## src/rtl/core/pcmsp_pkg.sv

```systemverilog
// ----------------------------------------------------------------------------
// pcmsp_pkg
// types, constants and command structs shared by the sample player modules
// ----------------------------------------------------------------------------
package pcmsp_pkg;

	localparam int VOICES           = 16;
	localparam int SAMPLE_ADDR_BITS = 18;
	localparam int REG_ADDR_BITS    = 11;
	localparam int VOICE_BITS       = 4;
	localparam int REG_DEPTH        = 1 << REG_ADDR_BITS;
	localparam int SMP_DEPTH        = 1 << SAMPLE_ADDR_BITS;
	localparam int MIX_W            = 20;

	// register offsets within a voice
	localparam logic [7:0] OFS_VOLL  = 8'h02;
	localparam logic [7:0] OFS_VOLR  = 8'h03;
	localparam logic [7:0] OFS_ADDRM = 8'h04;
	localparam logic [7:0] OFS_ADDRH = 8'h05;
	localparam logic [7:0] OFS_END   = 8'h06;
	localparam logic [7:0] OFS_DELTA = 8'h07;
	localparam logic [7:0] OFS_LOOPL = 8'h84;
	localparam logic [7:0] OFS_LOOPH = 8'h85;
	localparam logic [7:0] OFS_FLAGS = 8'h86;
	localparam logic [7:0] SMP_BIAS  = 8'h80;

	// item kinds
	localparam logic [1:0] KIND_WRITE = 2'd0;
	localparam logic [1:0] KIND_READ  = 2'd1;
	localparam logic [1:0] KIND_TICK  = 2'd2;
	localparam logic [1:0] KIND_LOAD  = 2'd3;

	// configuration register indexes
	localparam logic [0:0] CFG_BANK_SHIFT = 1'd0;
	localparam logic [0:0] CFG_BANK_MASK  = 1'd1;

	// register fields fetched for one voice
	typedef enum logic [3:0] {
		F_FLAGS = 4'd0,
		F_ADDRH = 4'd1,
		F_ADDRM = 4'd2,
		F_LOOPH = 4'd3,
		F_LOOPL = 4'd4,
		F_END   = 4'd5,
		F_DELTA = 4'd6,
		F_VOLL  = 4'd7,
		F_VOLR  = 4'd8
	} field_t;

	typedef struct packed {
		logic [1:0]  kind;
		logic [10:0] reg_address;
		logic [7:0]  data_byte;
		logic [17:0] sample_address;
	} in_item_t;

	typedef struct packed {
		logic [7:0]        read_data;
		logic signed [19:0] left_mix;
		logic signed [19:0] right_mix;
	} out_item_t;

	// commands from controller to datapath
	typedef struct packed {
		logic                  clr_mix;    // start of tick
		logic                  host_wr;    // host register write
		logic                  host_rd;    // host register read
		logic                  smp_load;   // sample memory write
		logic                  fetch;      // issue register read of field
		field_t                fld;        // field being read
		logic                  capture;    // capture returned field
		field_t                cap_fld;
		logic                  decide;     // evaluate end/loop, start sample read
		logic                  mix;        // accumulate products
		logic                  wb_flags;   // write back flags
		logic                  wb_addrm;
		logic                  wb_addrh;
		logic [VOICE_BITS-1:0] voice;
	} cmd_t;

	typedef struct packed {
		logic stopped;  // voice is inactive, skip it
	} stat_t;

	function automatic logic [7:0] field_ofs(field_t f);
		logic [7:0] r;
		r = OFS_FLAGS;
		unique case (f)
			F_FLAGS: r = OFS_FLAGS;
			F_ADDRH: r = OFS_ADDRH;
			F_ADDRM: r = OFS_ADDRM;
			F_LOOPH: r = OFS_LOOPH;
			F_LOOPL: r = OFS_LOOPL;
			F_END:   r = OFS_END;
			F_DELTA: r = OFS_DELTA;
			F_VOLL:  r = OFS_VOLL;
			F_VOLR:  r = OFS_VOLR;
			default: r = OFS_FLAGS;
		endcase
		return r;
	endfunction

endpackage

```

## src/rtl/core/pcmsp_ctrl.sv

```systemverilog
// ----------------------------------------------------------------------------
// pcmsp_ctrl
// sequencer: handshake, per-voice field fetch, decide, mix and write-back
// ----------------------------------------------------------------------------
module pcmsp_ctrl import pcmsp_pkg::*; (
	input  logic     clk,
	input  logic     arst_n,
	input  logic     in_valid,
	output logic     in_ready,
	input  in_item_t in_item,
	output logic     out_valid,
	input  logic     out_ready,
	output out_item_t out_item,
	output in_item_t held,
	input  out_item_t dp_result,
	input  stat_t    stat,
	input  logic     clr_busy,
	output cmd_t     cmd
);

	typedef enum logic [7:0] {
		S_IDLE   = 8'b0000_0001,
		S_READ   = 8'b0000_0010,
		S_FETCH  = 8'b0000_0100,
		S_DECIDE = 8'b0000_1000,
		S_MIX    = 8'b0001_0000,
		S_WB     = 8'b0010_0000,
		S_DONE   = 8'b0100_0000,
		S_RDONE  = 8'b1000_0000
	} state_t;

	state_t state_q;
	logic [VOICE_BITS-1:0] voice_q;
	logic [3:0] step_q;
	logic [1:0] wb_q;
	in_item_t held_q;
	out_item_t out_q;
	logic out_v_q;
	logic kind_tick;

	assign held      = held_q;
	assign out_valid = out_v_q;
	assign out_item  = out_q;
	assign in_ready  = (state_q == S_IDLE) && !clr_busy && (!out_v_q || out_ready);
	assign kind_tick = held_q.kind == KIND_TICK;

	// commands for the datapath
	always_comb begin
		cmd = '0;
		cmd.voice   = voice_q;
		cmd.fld     = field_t'(step_q);
		cmd.cap_fld = field_t'(step_q - 4'd1);
		unique case (state_q)
			S_READ:   cmd.host_rd = 1'b1;
			S_FETCH: begin
				cmd.fetch   = 1'b1;
				cmd.capture = step_q != 4'd0;
			end
			S_DECIDE: cmd.decide = 1'b1;
			S_MIX:    cmd.mix = 1'b1;
			S_WB: begin
				cmd.wb_flags = wb_q == 2'd0;
				cmd.wb_addrm = wb_q == 2'd1;
				cmd.wb_addrh = wb_q == 2'd2;
			end
			default: ;
		endcase
		if (in_valid && in_ready) begin
			cmd.host_wr  = in_item.kind == KIND_WRITE;
			cmd.smp_load = in_item.kind == KIND_LOAD;
			cmd.clr_mix  = in_item.kind == KIND_TICK;
		end
	end

	logic last_voice;
	assign last_voice = voice_q == VOICE_BITS'(VOICES - 1);

	// result becomes valid: write and load at once, read and tick when done
	logic out_set;
	assign out_set = (state_q == S_RDONE) || (state_q == S_DONE) ||
		(in_valid && in_ready && in_item.kind != KIND_READ && in_item.kind != KIND_TICK);

	always_ff @(posedge clk or negedge arst_n) begin
		if (!arst_n) begin
			state_q <= S_IDLE;
			voice_q <= '0;
			step_q  <= '0;
			wb_q    <= '0;
			out_v_q <= 1'b0;
		end else begin
			if (out_set) out_v_q <= 1'b1;
			else if (out_v_q && out_ready) out_v_q <= 1'b0;
			unique case (state_q)
				S_IDLE: if (in_valid && in_ready) begin
					unique case (in_item.kind)
						KIND_READ: state_q <= S_READ;
						KIND_TICK: begin
							state_q <= S_FETCH;
							voice_q <= '0;
							step_q  <= '0;
						end
						default: ;
					endcase
				end
				S_READ:  state_q <= S_RDONE;
				S_RDONE: state_q <= S_IDLE;
				S_FETCH: begin
					// flags come back first; a stopped voice skips the rest
					if (step_q == 4'd2 && stat.stopped) begin
						step_q <= '0;
						if (last_voice) state_q <= S_DONE;
						else voice_q <= voice_q + 1'b1;
					end else if (step_q == 4'd9) begin
						state_q <= S_DECIDE;
					end else begin
						step_q <= step_q + 4'd1;
					end
				end
				S_DECIDE: state_q <= S_MIX;
				S_MIX: begin
					state_q <= S_WB;
					wb_q    <= '0;
				end
				S_WB: begin
					if (wb_q == 2'd2) begin
						step_q <= '0;
						if (last_voice) state_q <= S_DONE;
						else begin
							state_q <= S_FETCH;
							voice_q <= voice_q + 1'b1;
						end
					end else wb_q <= wb_q + 2'd1;
				end
				S_DONE:  state_q <= S_IDLE;
				default: state_q <= S_IDLE;
			endcase
		end
	end

	// hold accepted item and form result
	always_ff @(posedge clk) begin
		if (in_valid && in_ready) begin
			held_q <= in_item;
			if (in_item.kind != KIND_READ && in_item.kind != KIND_TICK) out_q <= '0;
		end
		if (state_q == S_RDONE) out_q <= '{read_data: dp_result.read_data,
			left_mix: '0, right_mix: '0};
		if (state_q == S_DONE && kind_tick) out_q <= '{read_data: 8'd0,
			left_mix: dp_result.left_mix, right_mix: dp_result.right_mix};
	end

endmodule

```

## config.mk

```make
export PLATFORM = sky130hd
export DESIGN_NAME = pcmsp_ctrl
export DESIGN_NICKNAME = d
export VERILOG_FILES = /design/src/rtl/core/pcmsp_pkg.sv /design/src/rtl/core/pcmsp_ctrl.sv
export SDC_FILE = /design/constraint.sdc
export NUM_CORES = 1
export LEC_CHECK = 0
export ABC_AREA = 1
export BUFFER_PORTS_ARGS = -buffer_cell sky130_fd_sc_hd__buf_2
export CAP_MARGIN = 40
export CORE_MARGIN = 2
export CORE_UTILIZATION = 25
export CTS_BUF_LIST = sky130_fd_sc_hd__clkbuf_16
export CTS_CLUSTER_DIAMETER = 30
export DETAILED_ROUTE_END_ITERATION = 6
export SETUP_SLACK_MARGIN = 0.5
export SYNTH_ARGS = -nofsm -noshare
export SYNTH_HDL_FRONTEND = slang
export SYNTH_SLANG_ARGS = --single-unit
export TNS_END_PERCENT = 100
```

## constraint.sdc

```tcl
create_clock -name clk -period 2.7 [get_ports clk]
set_input_delay 0.27 -clock clk [delete_from_list [all_inputs] [get_ports clk]]
set_output_delay 0.27 -clock clk [all_outputs]
set_load 0.02 [all_outputs]
```

==> reports/results.tsv <==
metric	value	unit
outcome	completed	
Fin. Hold Viols	0	
Antenna Cells	0	
count of warnings emitted by yosys	0	
net count of the mapped netlist	522	
Seq/Total Area, Yosys	66.1	%
global placement routability congestion	0.762	
netlist area before placement	4550	um2
number of nets in the layout	736	
Max transition margin	68.5	%
leading cell type in the layout, fill and taps excluded	sky130_fd_sc_hd__buf_2	
type of destination of the critical path	output port	
Worst Hold Endpoint	held[8]	
LEAKAGE	3.01	nW
layout cell share with drive strength beyond 1	40.8	%
combined buffer and inverter count along the critical path	1	
pin count of the biggest net entering global routing	49	
number of flip-flops and latches in the synthesized netlist	106	
largest incremental delay on the critical path	0.56	ns
cells on worst reg2reg path	7	
CP Class	register to output port	
Total Wirelength	10500	um
share of async-settable or async-resettable flops after synthesis	17.9	%
minimum clock period after layout	1.98	ns
total number of vias	3367	
CTS root buffer	sky130_fd_sc_hd__clkbuf_16	
reported max-cap violation count	0	
io pins	205	
crit path setup slack, layout	0.717	ns
Via density	3.90	
TNS Setup	0	ns
largest cells by area after synthesis	sky130_fd_sc_hd__edfxtp_1, sky130_fd_sc_hd__dfrtp_1, sky130_fd_sc_hd__inv_1, sky130_fd_sc_hd__nor2_1, sky130_fd_sc_hd__nand2_1	
Initial DRT Pass Iterations	4	
hold path startpoint	in_item[8]	
die height	139	um
Setup Fix Bufs, Post-CTS	0	
count of unresolved DRC violations after routing	0	
number of antenna violations at the first check in global routing	0	
Overall Global Routing Usage	11.0	%
clock tree from TritonCTS	yes	
quantity of I/O buffers inserted on ports	204	
final routed wire length divided by cell count	12.1	um
ratio of final minimum period to clock period	73.4	%
initial cell density of the core	25.4	%
number of flops mapped to enable cells by yosys	79	
clock network latency to the later pin of the worst-skew pair	0.35	ns
reg2reg start	state_q[0]	
Tightest Hold Check Type	input port to register	
maximum root-to-sink buffer count	2	
setup repair after global routing missed its margin	false	
Crit path max-delay family	simple AND/OR/NAND/NOR gates	
Worst Max-Slew Pin Slew	0.472	ns
width of the die	139	um
number of cell rows	49	
number of placed instances with taps included	847	
cts bufs inserted	9	
total grt overflow	0	
synthesized area divided by synthesized cell count	10.9	um2
Worst EP arrival	1.71	ns
Fin Clk Skew	0.00662	ns
achievable clock frequency	504	MHz
Num Clock Sinks	106	
HPWL Detailed	8140	um
H-tree levels	3	
count of pins over their slew limit	0	
vias in the first global route	3249	
number of failing setup endpoints in the final timing report	0	
peak supply drop	321	uV
highest-count cells in the layout ignoring fill and taps	sky130_fd_sc_hd__buf_2, sky130_fd_sc_hd__inv_1, sky130_fd_sc_hd__edfxtp_1, sky130_fd_sc_hd__nor2_1, sky130_fd_sc_hd__nand2_1	
Total Power Consumption	4.63	mW
drt initial violations	199	
main flop type after synthesis	sky130_fd_sc_hd__edfxtp_1	
share of the synthesized area in the top cell type	52.1	%
Post-Synthesis Cells	416	
cell-by-cell trace of the critical path	nand2_1, nor2_1, nand2_2, nor2_4, nand2_2, nor2_1, buf_2	
global-route wire length before repair	16700	um
ANT nets after route	0	
clock edge transition at the registers on the reported setup and hold paths	0.07	ns
Layout Area Growth over Synthesis	35.3	%
Worst R2R Setup Slack	0.79	ns
biggest area consumer among synthesized cells	sky130_fd_sc_hd__edfxtp_1	
highest net fanout along the worst path	5	
floorplan core area	17900	um2
non-filler instance count after layout	864	
post-place setup slack	0.704	ns
total die area	19300	um2
Cells on Worst Hold Path	1	
post-synthesis cell type count	28	
Startpoint Class	register	
Required @ worst endpoint	2.43	ns
power density over the cells	752	nW/um2
Final Util	34.4	%
cell with the largest stage delay on the worst path	sky130_fd_sc_hd__dfstp_2	
endpoint of the most critical register-to-register path	held[26]	
## what timing repair did
item,in CTS,in global routing
hold buffers,1,0
hold endpoints to repair,18,0
endpoints found under the setup margin,0,1
gates resized for setup,0,1
## state kept, by name (all words and copies together) (netlist names)
name       count
held          39
out_item      48
out_valid      1
state_q        8
step_q         4
voice_q        4
wb_q           2
## worst register-to-register path: cells and delay by family (launching register included)
| kind | cells | cell delay (ns) |
|---|---|---|
| AND/OR/NAND/NOR | 5 | 0.51 |
| buffers and inverters | 2 | 0.46 |
| flip-flops | 1 | 0.56 |
## through the flow
step	hold WS, ns	instance area (um2)
global route	0.0704	6160
finish	0.0932	6160
global placement	0.242	5870
detailed placement	0.247	5870
floorplan	-0.0256	4560
CTS	0.0738	6160
## cell type report
cell class,count,area (um2)
clock inverters,7,52.6
well taps,229,287
clock buffers,9,225
flip-flops and latches,106,3010
inverters,90,342
multi-input cells,215,1180
repair buffers,208,1070
fillers,1824,11700
## power by group
part           switching [mW]  internal (mW)  leakage [nW]
clock network           0.608          0.634         0.132
logic                   0.886          0.406          1.82
registers              0.0933           2.01          1.06
total                    1.59           3.05          3.01
## cells by family (layout without fill, tap and decap cells)
logic type      after synthesis  after routing  share of synthesized area [%]
flops                       106            106                           66.1
buf+inv                      95            314                           8.11
fa+ha+maj                    13             13                           3.57
compound gates               18             18                           2.17
xor+xnor                      4              4                          0.769
simple gates                180            180                           19.3
## synth_stat cells (2+ instances only)
| master | count |
|---|---|
| sky130_fd_sc_hd__inv_2 | 6 |
| sky130_fd_sc_hd__xor2_1 | 4 |
| sky130_fd_sc_hd__inv_1 | 84 |
| sky130_fd_sc_hd__nor2_4 | 11 |
| sky130_fd_sc_hd__edfxtp_1 | 79 |
| sky130_fd_sc_hd__nand2_1 | 56 |
| sky130_fd_sc_hd__nand2_4 | 4 |
| sky130_fd_sc_hd__nand3_1 | 22 |
| sky130_fd_sc_hd__nor2_2 | 3 |
| sky130_fd_sc_hd__nand3b_1 | 2 |
| sky130_fd_sc_hd__dfrtp_1 | 18 |
| sky130_fd_sc_hd__o22ai_1 | 2 |
| sky130_fd_sc_hd__ha_1 | 13 |
| sky130_fd_sc_hd__nand2_2 | 4 |
| sky130_fd_sc_hd__nand3_2 | 5 |
| sky130_fd_sc_hd__dfxtp_1 | 8 |
| sky130_fd_sc_hd__buf_2 | 4 |
| sky130_fd_sc_hd__nor2_1 | 70 |
| sky130_fd_sc_hd__o21ai_0 | 12 |
## layer usage
layer / vias up / global-route usage (%) / part of all wire [%]
met3: 15 / 4.01 / 8.3
met1: 1489 / 12.6 / 41
met2: 129 / 19.0 / 49
met4: 0 / 3.46 / 1.6
met5: - / 0 / 0
li1: 1734 / - / -
## worst max-delay path by stage
| stage | slack (ns) | cells past startpoint | from | to |
|---|---|---|---|---|
| after floorplan | 0.67 | 6 | state_q[0] | out_item[0] |
| after global placement | 0.75 | 7 | state_q[0] | held[26] |
| after detailed placement | 0.70 | 8 | state_q[4] | held[10] |
| after CTS | 0.61 | 8 | state_q[4] | cmd[22] |
| after global routing | 0.54 | 8 | state_q[4] | cmd[22] |
| final | 0.72 | 7 | state_q[0] | cmd[22] |
(Power assumes the default switching activity.)
